File: src/rtl/dltq_pkg.sv
// Shared types, codes and defaults for the delta-list timer queue.
package dltq_pkg;

  localparam int TIMER_SLOTS_DEF = 16;
  localparam int MAX_RESULTS     = 16;
  localparam int DELTA_W         = 16;

  localparam logic [1:0] CMD_START = 2'd0;
  localparam logic [1:0] CMD_STOP  = 2'd1;
  localparam logic [1:0] CMD_TICK  = 2'd2;

  localparam logic [2:0] ST_STARTED    = 3'd0;
  localparam logic [2:0] ST_ALREADY    = 3'd1;
  localparam logic [2:0] ST_STOPPED    = 3'd2;
  localparam logic [2:0] ST_NOT_QUEUED = 3'd3;
  localparam logic [2:0] ST_EXPIRED    = 3'd4;
  localparam logic [2:0] ST_NO_EXPIRY  = 3'd5;

  typedef enum logic {
    ALU_SUB = 1'b0,
    ALU_ADD = 1'b1
  } alu_op_t;

  typedef struct packed {
    logic [1:0]  command;
    logic [3:0]  timer_id;
    logic [15:0] ticks;
  } in_beat_t;

  typedef struct packed {
    logic [2:0] status;
    logic [3:0] slot_out;
    logic       last;
  } out_beat_t;

endpackage

File: src/rtl/dltq_alu.sv
// Shared add/subtract unit with borrow out, used for the delta arithmetic.
module dltq_alu
  import dltq_pkg::*;
(
  input  alu_op_t              op,
  input  logic [DELTA_W-1:0]   a,
  input  logic [DELTA_W-1:0]   b,
  output logic [DELTA_W:0]     res
);

  // Extend by one bit so the top bit carries borrow or carry
  always_comb begin
    unique case (op)
      ALU_SUB: res = {1'b0, a} - {1'b0, b};
      ALU_ADD: res = {1'b0, a} + {1'b0, b};
      default: res = '0;
    endcase
  end

endmodule

File: src/rtl/delta_list_timer_queue.sv
// Top level: delta-list timer queue with list tables and command sequencer.
//
// Usage: drive in_beat and raise start while busy is low; the beat is taken
// at that edge. Results come out on out_beat for exactly one cycle each,
// marked by out_strobe; the receiver cannot hold them off. The final result
// of a command has last set.
//
// While busy after the accepting edge: start walks one entry per cycle past at
// most TIMER_SLOTS - 1 queued entries, links the new slot in, then reduces the
// delta of the entry after it, if any. Stop walks the entries ahead of the
// slot, unlinks it and adds its delta to the entry after it. A tick counts down
// the head, then pops at most 16 expiries, one expiry beat per cycle. Rejected
// commands, a tick on an empty list and the unused command keep busy low and
// answer in the cycle after the accepting edge. The next command can be taken
// at the first edge with busy low. The single add/subtract unit and one table
// read per cycle make each command step through its states in turn.
//
// Reset clears all slots to idle with an empty list; busy is held high
// during reset and a command is taken at the first edge after release.
module delta_list_timer_queue
  import dltq_pkg::*;
#(
  parameter int TIMER_SLOTS = TIMER_SLOTS_DEF
) (
  input  logic      clk,
  input  logic      rst_n,
  input  logic      start,
  output logic      busy,
  input  in_beat_t  in_beat,
  output logic      out_strobe,
  output out_beat_t out_beat
);

  localparam int LW = $clog2(TIMER_SLOTS + 1);
  localparam int IW = (TIMER_SLOTS > 1) ? $clog2(TIMER_SLOTS) : 1;
  localparam logic [LW-1:0] NIL = LW'(TIMER_SLOTS);
  localparam int CW = $clog2(MAX_RESULTS + 1);

  typedef enum logic [8:0] {
    S_IDLE  = 9'b000000001,
    S_WALK  = 9'b000000010,
    S_INS   = 9'b000000100,
    S_FIX   = 9'b000001000,
    S_SWALK = 9'b000010000,
    S_SID   = 9'b000100000,
    S_SFIX  = 9'b001000000,
    S_TDEC  = 9'b010000000,
    S_TEXP  = 9'b100000000
  } state_t;

  state_t state_r;

  logic [DELTA_W-1:0] delta_r [TIMER_SLOTS];
  logic [LW-1:0]      next_r  [TIMER_SLOTS];
  logic [TIMER_SLOTS-1:0] queued_r;
  logic [LW-1:0]      head_r;

  logic [LW-1:0]      id_r, cur_r, prev_r;
  logic [DELTA_W-1:0] t_r;
  logic [CW-1:0]      cnt_r;
  logic               pend_r;
  logic [3:0]         pend_slot_r;
  logic [3:0]         id_in_r;

  logic               out_strobe_r;
  out_beat_t          out_beat_r;

  // Table read port: one address per cycle, chosen by state
  logic [LW-1:0]      rd_addr;
  logic [DELTA_W-1:0] rd_delta;
  logic [LW-1:0]      rd_next;

  always_comb begin
    unique case (state_r)
      S_SID:   rd_addr = id_r;
      S_TDEC,
      S_TEXP:  rd_addr = head_r;
      default: rd_addr = cur_r;
    endcase
  end

  assign rd_delta = delta_r[rd_addr[IW-1:0]];
  assign rd_next  = next_r[rd_addr[IW-1:0]];

  // Shared arithmetic unit operand selection
  alu_op_t            alu_op;
  logic [DELTA_W-1:0] alu_a, alu_b;
  logic [DELTA_W:0]   alu_res;

  always_comb begin
    unique case (state_r)
      S_WALK: begin
        alu_op = ALU_SUB; alu_a = t_r; alu_b = rd_delta;
      end
      S_FIX: begin
        alu_op = ALU_SUB; alu_a = rd_delta; alu_b = t_r;
      end
      S_SFIX: begin
        alu_op = ALU_ADD; alu_a = rd_delta; alu_b = t_r;
      end
      S_TDEC: begin
        alu_op = ALU_SUB; alu_a = rd_delta; alu_b = DELTA_W'(1);
      end
      default: begin
        alu_op = ALU_SUB; alu_a = t_r; alu_b = rd_delta;
      end
    endcase
  end

  dltq_alu u_alu (
    .op  (alu_op),
    .a   (alu_a),
    .b   (alu_b),
    .res (alu_res)
  );

  logic cur_live, prev_live, head_live, rd_lt, in_ok, in_queued;
  logic [IW-1:0] in_idx;
  assign cur_live  = cur_r < NIL;
  assign prev_live = prev_r < NIL;
  assign head_live = head_r < NIL;
  // delta < t: no borrow and non-zero difference
  assign rd_lt     = !alu_res[DELTA_W] && (alu_res[DELTA_W-1:0] != '0);
  assign in_ok     = 32'(in_beat.timer_id) < TIMER_SLOTS;
  assign in_idx    = IW'(in_beat.timer_id);
  assign in_queued = in_ok && queued_r[in_idx];

  // Sequencer and table updates
  always_ff @(posedge clk) begin
    if (!rst_n) begin
      state_r      <= S_IDLE;
      head_r       <= NIL;
      queued_r     <= '0;
      out_strobe_r <= 1'b0;
      pend_r       <= 1'b0;
      cnt_r        <= '0;
      for (int i = 0; i < TIMER_SLOTS; i++) begin
        delta_r[i] <= '0;
        next_r[i]  <= NIL;
      end
    end else begin
      out_strobe_r <= 1'b0;
      unique case (state_r)
        S_IDLE: begin
          if (start) begin
            id_r    <= LW'(in_beat.timer_id);
            id_in_r <= in_beat.timer_id;
            prev_r  <= NIL;
            cur_r   <= head_r;
            t_r     <= (in_beat.ticks == '0) ? DELTA_W'(1) : in_beat.ticks;
            unique case (in_beat.command)
              CMD_START: begin
                if (!in_ok || in_queued) begin
                  out_strobe_r <= 1'b1;
                  out_beat_r   <= '{ST_ALREADY, in_beat.timer_id, 1'b1};
                end else begin
                  state_r <= S_WALK;
                end
              end
              CMD_STOP: begin
                if (!in_ok || !in_queued) begin
                  out_strobe_r <= 1'b1;
                  out_beat_r   <= '{ST_NOT_QUEUED, in_beat.timer_id, 1'b1};
                end else begin
                  state_r <= S_SWALK;
                end
              end
              default: begin
                if (in_beat.command == CMD_TICK && head_live) begin
                  cnt_r   <= '0;
                  pend_r  <= 1'b0;
                  state_r <= S_TDEC;
                end else begin
                  out_strobe_r <= 1'b1;
                  out_beat_r   <= '{ST_NO_EXPIRY, 4'd0, 1'b1};
                end
              end
            endcase
          end
        end
        // Advance past entries whose delta is smaller than what remains
        S_WALK: begin
          if (cur_live && rd_lt) begin
            t_r    <= alu_res[DELTA_W-1:0];
            prev_r <= cur_r;
            cur_r  <= rd_next;
          end else begin
            state_r <= S_INS;
          end
        end
        // Link the new slot ahead of the current entry
        S_INS: begin
          delta_r[id_r[IW-1:0]] <= t_r;
          next_r[id_r[IW-1:0]]  <= cur_live ? cur_r : NIL;
          queued_r[id_r[IW-1:0]] <= 1'b1;
          if (prev_live) next_r[prev_r[IW-1:0]] <= id_r;
          else           head_r <= id_r;
          if (cur_live) begin
            state_r <= S_FIX;
          end else begin
            out_strobe_r <= 1'b1;
            out_beat_r   <= '{ST_STARTED, id_in_r, 1'b1};
            state_r      <= S_IDLE;
          end
        end
        // Reduce the successor's delta by the inserted one
        S_FIX: begin
          delta_r[cur_r[IW-1:0]] <= alu_res[DELTA_W-1:0];
          out_strobe_r <= 1'b1;
          out_beat_r   <= '{ST_STARTED, id_in_r, 1'b1};
          state_r      <= S_IDLE;
        end
        // Find the predecessor of the slot being stopped
        S_SWALK: begin
          if (cur_live && cur_r != id_r) begin
            prev_r <= cur_r;
            cur_r  <= rd_next;
          end else begin
            state_r <= S_SID;
          end
        end
        // Unlink the slot and hold its delta for the successor
        S_SID: begin
          t_r   <= rd_delta;
          cur_r <= rd_next;
          if (prev_live) next_r[prev_r[IW-1:0]] <= rd_next;
          else           head_r <= rd_next;
          next_r[id_r[IW-1:0]]   <= NIL;
          queued_r[id_r[IW-1:0]] <= 1'b0;
          state_r <= S_SFIX;
        end
        S_SFIX: begin
          if (cur_live) delta_r[cur_r[IW-1:0]] <= alu_res[DELTA_W-1:0];
          out_strobe_r <= 1'b1;
          out_beat_r   <= '{ST_STOPPED, id_in_r, 1'b1};
          state_r      <= S_IDLE;
        end
        // Count down the head unless it is already at zero
        S_TDEC: begin
          if (rd_delta != '0) delta_r[head_r[IW-1:0]] <= alu_res[DELTA_W-1:0];
          state_r <= S_TEXP;
        end
        // Pop zero-delta heads; each beat is held back until the next pop to know last
        S_TEXP: begin
          if (head_live && rd_delta == '0 && cnt_r < CW'(MAX_RESULTS)) begin
            head_r <= rd_next;
            next_r[head_r[IW-1:0]]   <= NIL;
            queued_r[head_r[IW-1:0]] <= 1'b0;
            if (pend_r) begin
              out_strobe_r <= 1'b1;
              out_beat_r   <= '{ST_EXPIRED, pend_slot_r, 1'b0};
            end
            pend_r      <= 1'b1;
            pend_slot_r <= 4'(head_r);
            cnt_r       <= cnt_r + CW'(1);
          end else begin
            out_strobe_r <= 1'b1;
            out_beat_r   <= pend_r ? out_beat_t'{ST_EXPIRED, pend_slot_r, 1'b1}
                                   : out_beat_t'{ST_NO_EXPIRY, 4'd0, 1'b1};
            state_r      <= S_IDLE;
          end
        end
        default: state_r <= S_IDLE;
      endcase
    end
  end

  // Hold busy high while reset is applied
  assign busy       = (state_r != S_IDLE) || !rst_n;
  assign out_strobe = out_strobe_r;
  assign out_beat   = out_beat_r;

endmodule
File: config.mk
export PLATFORM = sky130hd
export DESIGN_NAME = delta_list_timer_queue
export DESIGN_NICKNAME = d
export VERILOG_FILES = /design/src/rtl/dltq_pkg.sv /design/src/rtl/dltq_alu.sv /design/src/rtl/delta_list_timer_queue.sv
export SDC_FILE = /design/constraint.sdc
export NUM_CORES = 1
export LEC_CHECK = 0
export BUFFER_PORTS_ARGS = -buffer_cell sky130_fd_sc_hd__buf_2
export CAP_MARGIN = 20
export CELL_PAD_IN_SITES_DETAIL_PLACEMENT = 0
export CELL_PAD_IN_SITES_GLOBAL_PLACEMENT = 1
export CORE_MARGIN = 2
export CORE_UTILIZATION = 44
export CTS_BUF_LIST = sky130_fd_sc_hd__clkbuf_8
export CTS_CLUSTER_DIAMETER = 200
export CTS_CLUSTER_SIZE = 10
export DETAILED_ROUTE_END_ITERATION = 10
export GPL_TIMING_DRIVEN = 0
export PLACE_DENSITY_LB_ADDON = 0.1
export SETUP_SLACK_MARGIN = 0.02
export SYNTH_ARGS = -nofsm -noshare
export SYNTH_HDL_FRONTEND = slang
export SYNTH_SLANG_ARGS = --single-unit
File: constraint.sdc
create_clock -name clk -period 11 [get_ports clk]
set_input_delay 1.1 -clock clk [delete_from_list [all_inputs] [get_ports clk]]
set_output_delay 1.1 -clock clk [all_outputs]
set_load 0.01 [all_outputs]
== After elaboration in Yosys (flattened, before gate mapping) ==
Memory sizes are Yosys's and may differ from the RTL's.
Cells that the tools add are included.

* Bitwise logic cells: 12
* Mux-type cells: 119
* $lt $le $gt $ge: 9
* Add/sub/neg operators: 3
* Equal/unequal tests: 33
* Reductions and logical operators: 42

{| class="wikitable"
|+ Operator list
! operator !! number
|-
| $mux 16 || 9
|-
| $pmux 16 s3 || 2
|-
| $mux 5 || 19
|-
| $mux 9 || 7
|-
| $pmux 9 s7 || 1
|-
| $mux 8 || 7
|-
| $mux 1 || 50
|-
| $reduce_or 16->1 || 3
|-
| $pmux 8 s5 || 1
|-
| $pmux 17 s2 || 1
|-
| $and 16x16->16 || 2
|-
| $logic_not 16->1 || 2
|-
| $not 16->16 || 2
|-
| $pmux 16 s2 || 1
|-
| $reduce_bool 16->1 || 2
|-
| $pmux 5 s3 || 2
|-
| $mux 4 || 7
|-
| $ne 2x2->1 const B || 12
|-
| $lt 5x5->1 const B || 4
|-
| $pmux 5 s4 || 1
|-
| $pmux 9 s2 || 1
|-
| $add 16x16->17 || 1
|-
| $sub 16x16->17 || 1
|-
| $or 16x16->16 || 1
|-
| 47 further kinds || 79
|}

* Output and inout bits: 10
* RAM bits: 336
* Register bits: 79
* Memories kept: 2
* Logic and storage cells: 234

{| class="wikitable"
|+ Memory list
! memory !! words !! width !! read ports !! clocked after Yosys merged registers in !! write ports !! line !! text
|-
| delta_r || 16 || 16 || 1 || 0 || 16 || delta_list_timer_queue.sv:53 || <nowiki>logic [DELTA_W-1:0] delta_r [TIMER_SLOTS];</nowiki>
|-
| next_r || 16 || 5 || 1 || 0 || 16 || delta_list_timer_queue.sv:54 || <nowiki>logic [LW-1:0] next_r [TIMER_SLOTS];</nowiki>
|}

== Longest topological paths before layout ==
An unclocked memory read counts as a cell.

* Depth after elaboration: 13
* Depth in mapped cells: 34
* Gate-level depth less buffers: 29

== Cells and area by module ==
A second synthesis with hierarchy kept.

* Cells, all modules: 2,264
* Area, all modules: 22,628.0 sq um

{| class="wikitable"
|+ By module, submodules not included
! module !! cells each !! area each (sq um) !! times used !! seq. area each (sq um)
|-
| delta_list_timer_queue || 2,097 || 21,475.6 || 1 || 12,091.6
|-
| dltq_alu || 167 || 1,152.4 || 1 || 0.0
|}

== Worst setup path after synthesis ==
Ideal clock, no wire load.

* Kind: reg2reg
* Start: register state_r[1]
* End: register t_r[0], enable pin
* Required time: 10.586 ns
* Data arrival time: 7.005 ns
* Clock period less this slack: 7.419 ns
* Path buffers: 4
* Slack: 3.581 ns
* Setup time: 0.414 ns
* Stages on the path, launching flop included: 29
* Cell sequence: dfxtp_1 > or4_1 > buf_2 > nor2_4 > o221a_2 > buf_6 > nand2_2 > buf_6 > buf_4 > a2111oi_0 > nor4_1 > o21ai_1 > a2bb2oi_2 > o211ai_1 > nor3_1 > a31oi_1 > xnor2_1 > ha_1 > and3_1 > a211oi_1 > nand2_1 > a21o_1 > a21oi_1 > xnor2_1 > or4b_2 > o41ai_1 > a2111oi_1 > nor3_1 > a211oi_1

* Longest elaborated chain between the ends: 12
* Elaborated cells between the ends (all ways): 27
* Those cells by class: 2 x add/sub; 9 x eq/ne; 5 x mux; 1 x bitwise; 9 x reduce/logical; 1 x memory

{| class="wikitable"
|+ RTL lines
! what !! line !! text
|-
| start: declaration || delta_list_timer_queue.sv:51 || <nowiki>state_t state_r;</nowiki>
|-
| start signal: assignment || delta_list_timer_queue.sv:131 || <nowiki>state_r <= S_IDLE;</nowiki>
|-
| start signal: assignment || delta_list_timer_queue.sv:157 || <nowiki>state_r <= S_WALK;</nowiki>
|-
| start signal: assignment || delta_list_timer_queue.sv:165 || <nowiki>state_r <= S_SWALK;</nowiki>
|-
| $eq 9x9->1 or $eq 9x8->1 (tied branches) || delta_list_timer_queue.sv:74, delta_list_timer_queue.sv:91 ||
|-
| $reduce_or 2->1 || delta_list_timer_queue.sv:74 || <nowiki>unique case (state_r)</nowiki>
|-
| $pmux 4 s2 || delta_list_timer_queue.sv:74 ||
|-
| $mem_v2 16x16 || -- ||
|-
| $pmux 16 s2 or $mux 16 (tied branches) || delta_list_timer_queue.sv:91 || <nowiki>unique case (state_r)</nowiki>
|-
| $add 16x16->17 or $sub 16x16->17 (tied branches) || dltq_alu.sv:15, dltq_alu.sv:14 ||
|-
| $pmux 17 s2 || dltq_alu.sv:13 || <nowiki>unique case (op)</nowiki>
|-
| $reduce_bool 16->1 or $logic_not 1->1 (tied branches) || delta_list_timer_queue.sv:123 || <nowiki>assign rd_lt = !alu_res[DELTA_W] && (alu_res[DELTA_W-1:0] != '0);</nowiki>
|-
| $logic_and 1x1->1 || delta_list_timer_queue.sv:123 ||
|-
| $logic_and 1x1->1 || delta_list_timer_queue.sv:183 || <nowiki>if (cur_live && rd_lt) begin</nowiki>
|-
| $ne 2x2->1 (no line) || -- ||
|-
| $reduce_and 4->1 (no line) (*) || -- ||
|-
| end signal: assignment || delta_list_timer_queue.sv:150 || <nowiki>t_r <= (in_beat.ticks == '0) ? DELTA_W'(1) : in_beat.ticks;</nowiki>
|-
| end signal: assignment || delta_list_timer_queue.sv:184 || <nowiki>t_r <= alu_res[DELTA_W-1:0];</nowiki>
|-
| end signal: assignment || delta_list_timer_queue.sv:224 || <nowiki>t_r <= rd_delta;</nowiki>
|-
| end: declaration || delta_list_timer_queue.sv:59 || <nowiki>logic [DELTA_W-1:0] t_r;</nowiki>
|}

Mark *: on every way between the ends. The rest lies on a longest branch, timed or not.
A chain may end at the register's enable or synchronous reset.

== Final worst setup path ==
* Start: register state_r[0]
* End: register t_r[10], enable pin

Same word-level chain as after synthesis.

==> impl_metrics.py <==
metrics = {
    "cells_and_area": {
        "seq_area_um2": 12090,
        "drive_gt1_share_pct": 10.82,
        "area_growth_pct": 7.909,
        "fill_cells": 4981,
        "fin_nets": 2479,
        "multi_input_area_um2": 10200,
    },
    "clock_tree": {
        "cts_tree": "yes",
        "cts-resized-gates": 0,
        "cts_sinks": 415,
        "clkTransAtPathRegs_ps": 80,
        "clk_latency_ps": 690,
        "holdBufCountCts": 0,
        "post_cts_buffers": 0,
        "clk_path_buf_depth": 3,
        "h-tree-depth": 2,
        "cts_buffers": 47,
        "cts_root_buf": "clkbuf_8",
    },
    "floorplan": {
        "die_w_um": 234.5,
        "floorplan.initialDensity_pct": 44.49,
        "row_count": 84,
        "dieArea_um2": 55000,
        "io_pins": 35,
        "die_h_um": 234.5,
        "core_area_um2": 52550,
    },
    "global_route": {
        "grt_max_degree": 17,
        "grt_pass1_vias": 18670,
        "antenna_found_initial": 1,
        "grt_pass1_wl_um": 127300,
        "overflow": 0,
        "grt_usage_pct": 32.09,
    },
    "worst_setup_path": {
        "startpoint": "state_r[0]",
        "critical_path_class": "flop to flop",
        "cp_max_fo": 12,
        "crit_slowest_cell": "a2111oi_0",
        "critPathArrivalTime_ps": 10520,
        "start_kind": "flop",
        "required_ps": 11440,
        "r2r-start": "state_r[0]",
        "r2r_slack_ps": 920,
        "crit_buf_inv": 5,
        "endpoint_kind": "flop",
        "crit_top_cell": "and3_1",
        "max_stage_delay_ps": 830,
        "path_delay_family": "simple AND/OR/NAND/NOR gates",
    },
    "synthesis": {
        "synth_edf_count": 378,
        "synth_area_leader_cell": "edfxtp_1",
        "synthTopCellsByCount": "378 x edfxtp_1, 278 x nand2_1, 253 x nor2_1, 169 x nand3_1, 137 x o21ai_0",
        "ys.flop_type": "edfxtp_1",
        "syn_area_per_cell_um2": 9.992,
        "synth.distinct_cells": 104,
        "synth_fp_nets": 2386,
        "synthArstFlopShare_pct": 0,
        "ys_ff_latch": 415,
        "synth_area_um2": 23380,
        "synthesis.instances": 2340,
        "synth.top_cell.area_share_pct": 48.55,
        "yosysMostFrequentCell": "edfxtp_1",
        "yosys_warnings": 0,
        "ys_seq_area_share_pct": 51.72,
        "synth_area_leaders": "edfxtp_1 49%, nand2_1 4.5%, nor2_1 4.1%",
    },
    "timing": {
        "period_needed_ps": 10080,
        "fin_ws_ps": 921.3,
        "max_freq_mhz": 99.22,
        "rsz0062_at_grt": "no",
        "whs_ps": 505.0,
        "finalHoldViolCount": 0,
        "tightestPinTransition_ps": 1198,
        "tns_ps": 0,
        "setup_viol": 0,
        "post-route-period-util_pct": 91.62,
        "slew_viol_final": 0,
        "maxSlewHeadroom_pct": 19.45,
        "skew_ps": 52.76,
    },
    "drt": {
        "drt_wl_total_um": 88210,
        "first_iter_violations": 2629,
        "first_pass_iters": 8,
        "via_count": 20060,
        "ant_nets": 0,
        "vias_per_cell": 6.411,
        "wl_per_cell_um": 28.20,
        "drcViolationCount": 0,
    },
    "worst_hold_path": {
        "hold_path.class": "flop to flop",
        "min-delay-start": "pend_r",
    },
    "placement": {
        "place_congestion": 0.9352,
        "dp_hpwl_um": 64110,
        "place_ws_ps": 446.9,
        "io_buffers": 33,
    },
    "power": {
        "sw_frac_of_total_pct": 39.20,
        "internal-power_mw": 2.623,
        "peakVddDrop_uv": 150.1,
        "pwr-share-seq_pct": 41.8,
        "p_per_area_nw_per_um2": 171.0,
        "clkPwrFrac_pct": 22.8,
        "leakage_nw": 8.961,
        "pwr-share-comb_pct": 35.4,
        "total_power_mw": 4.314,
        "p_sw_mw": 1.691,
    },
    "run_status": {
        "outcome": "complete, no violations",
    },
    "flow_run": {
        "cap_viol_max_count": 0,
    },
}
[worst reg2reg max path: cells and delay by family (launching register included)]
| kind | cells | cell delay (ps) |
|---|---|---|
| simple gates | 14 | 4250 |
| compound gates | 8 | 2910 |
| xor+xnor | 2 | 550 |
| fa+ha+maj | 1 | 300 |
| flops | 1 | 360 |
| buf+inv | 5 | 1490 |
[layer usage]
layer | global-route usage, % | share of wire, % | vias up
met5 | 0 | 0 | -
met4 | 7.940 | 2.4 | 0
met3 | 6.359 | 11 | 135
met2 | 47.86 | 43 | 1169
met1 | 47.81 | 43 | 9941
li1 | - | - | 8810
[registers in the layout, indices dropped and copies added (netlist names)]
signal / flops
delta_r: 256
next_r: 80
queued_r: 16
t_r: 16
state_r: 9
out_beat: 8
cnt_r: 5
cur_r: 5
head_r: 5
prev_r: 5
id_r: 4
pend_slot_r: 4
out_strobe: 1
pend_r: 1
[worst paths after layout]
path	to	cells past startpoint
hold reg to reg	pend_r	2
setup reg to reg	t_r[10]	30
setup / recovery	t_r[10]	30
hold / removal	pend_r	2
[stage by stage]
| stage | cell area (µm²) | std cells | util [%] |
|---|---|---|---|
| 6_report | 25230 | 3128 | 48.01 |
| 3_5_place_dp | 24460 | 3065 | 46.55 |
| 2_1_floorplan | 23380 | 2340 | - |
| 4_1_cts | 25170 | 3120 | 47.89 |
| 5_1_grt | 25230 | 3128 | 48.01 |
| 3_3_place_gp | 24410 | 3061 | 46.45 |
[cell families (layout without fill, tap and decap cells)]
group	after synthesis	after routing	share of synthesized area, %
buffers and inverters	231	330	4.661
XOR/XNOR	35	35	1.311
adder cells (fa/ha/maj)	21	21	1.156
AND/OR/NAND/NOR	1045	1045	21.73
multiplexers	95	95	4.950
other	0	1	0
flip-flops	415	415	51.72
AO/OA/AOI/OAI	498	498	14.48
[power groups by stage]
stage	registers, mW	logic, mW	clock network (mW)
3_3_place_gp	1.83	1.47	0
3_5_place_dp	1.84	1.48	0
6_report	1.80	1.53	0.985
4_1_cts	1.80	1.49	0.981
5_1_grt	1.81	1.61	1.03
2_1_floorplan	1.83	0.955	0
[cells in the final DEF (no fill, tap or decap), drive strengths merged, types with 7 or more instances in the layout]
master,Yosys,routed
nand2b,15,15
o22ai,39,39
nand2,281,281
o211ai,34,34
a31oi,34,34
edfxtp,378,378
nor4,20,20
nand3b,7,7
nand3,169,169
o31ai,7,7
mux2i,64,64
ha,20,20
a32o,7,7
a2111oi,19,19
mux2,26,26
nor3,36,36
nand4,48,48
or2,10,10
nor2,257,257
buf,93,133
or3,11,11
and2,22,22
xnor2,22,22
inv,43,49
a21o,13,13
a211oi,28,28
dfxtp,37,37
clkbuf,94,145
nor2b,117,117
and3,34,34
a21oi,71,71
o21ai,144,144
a22oi,25,25
xor2,13,13
[cell type report]
class / count / area share, %
inverter: 44 / 0.6546
timing repair buffer: 44 / 1.081
clock inverter: 7 / 0.1884
tap: 688 / 3.412
sequential: 415 / 47.92
antenna: 1 / 0.009918
buffer: 187 / 3.665
clock buffer: 48 / 2.618
multi-input combinational: 1694 / 40.45
Power figures use the tool's default switching activity.
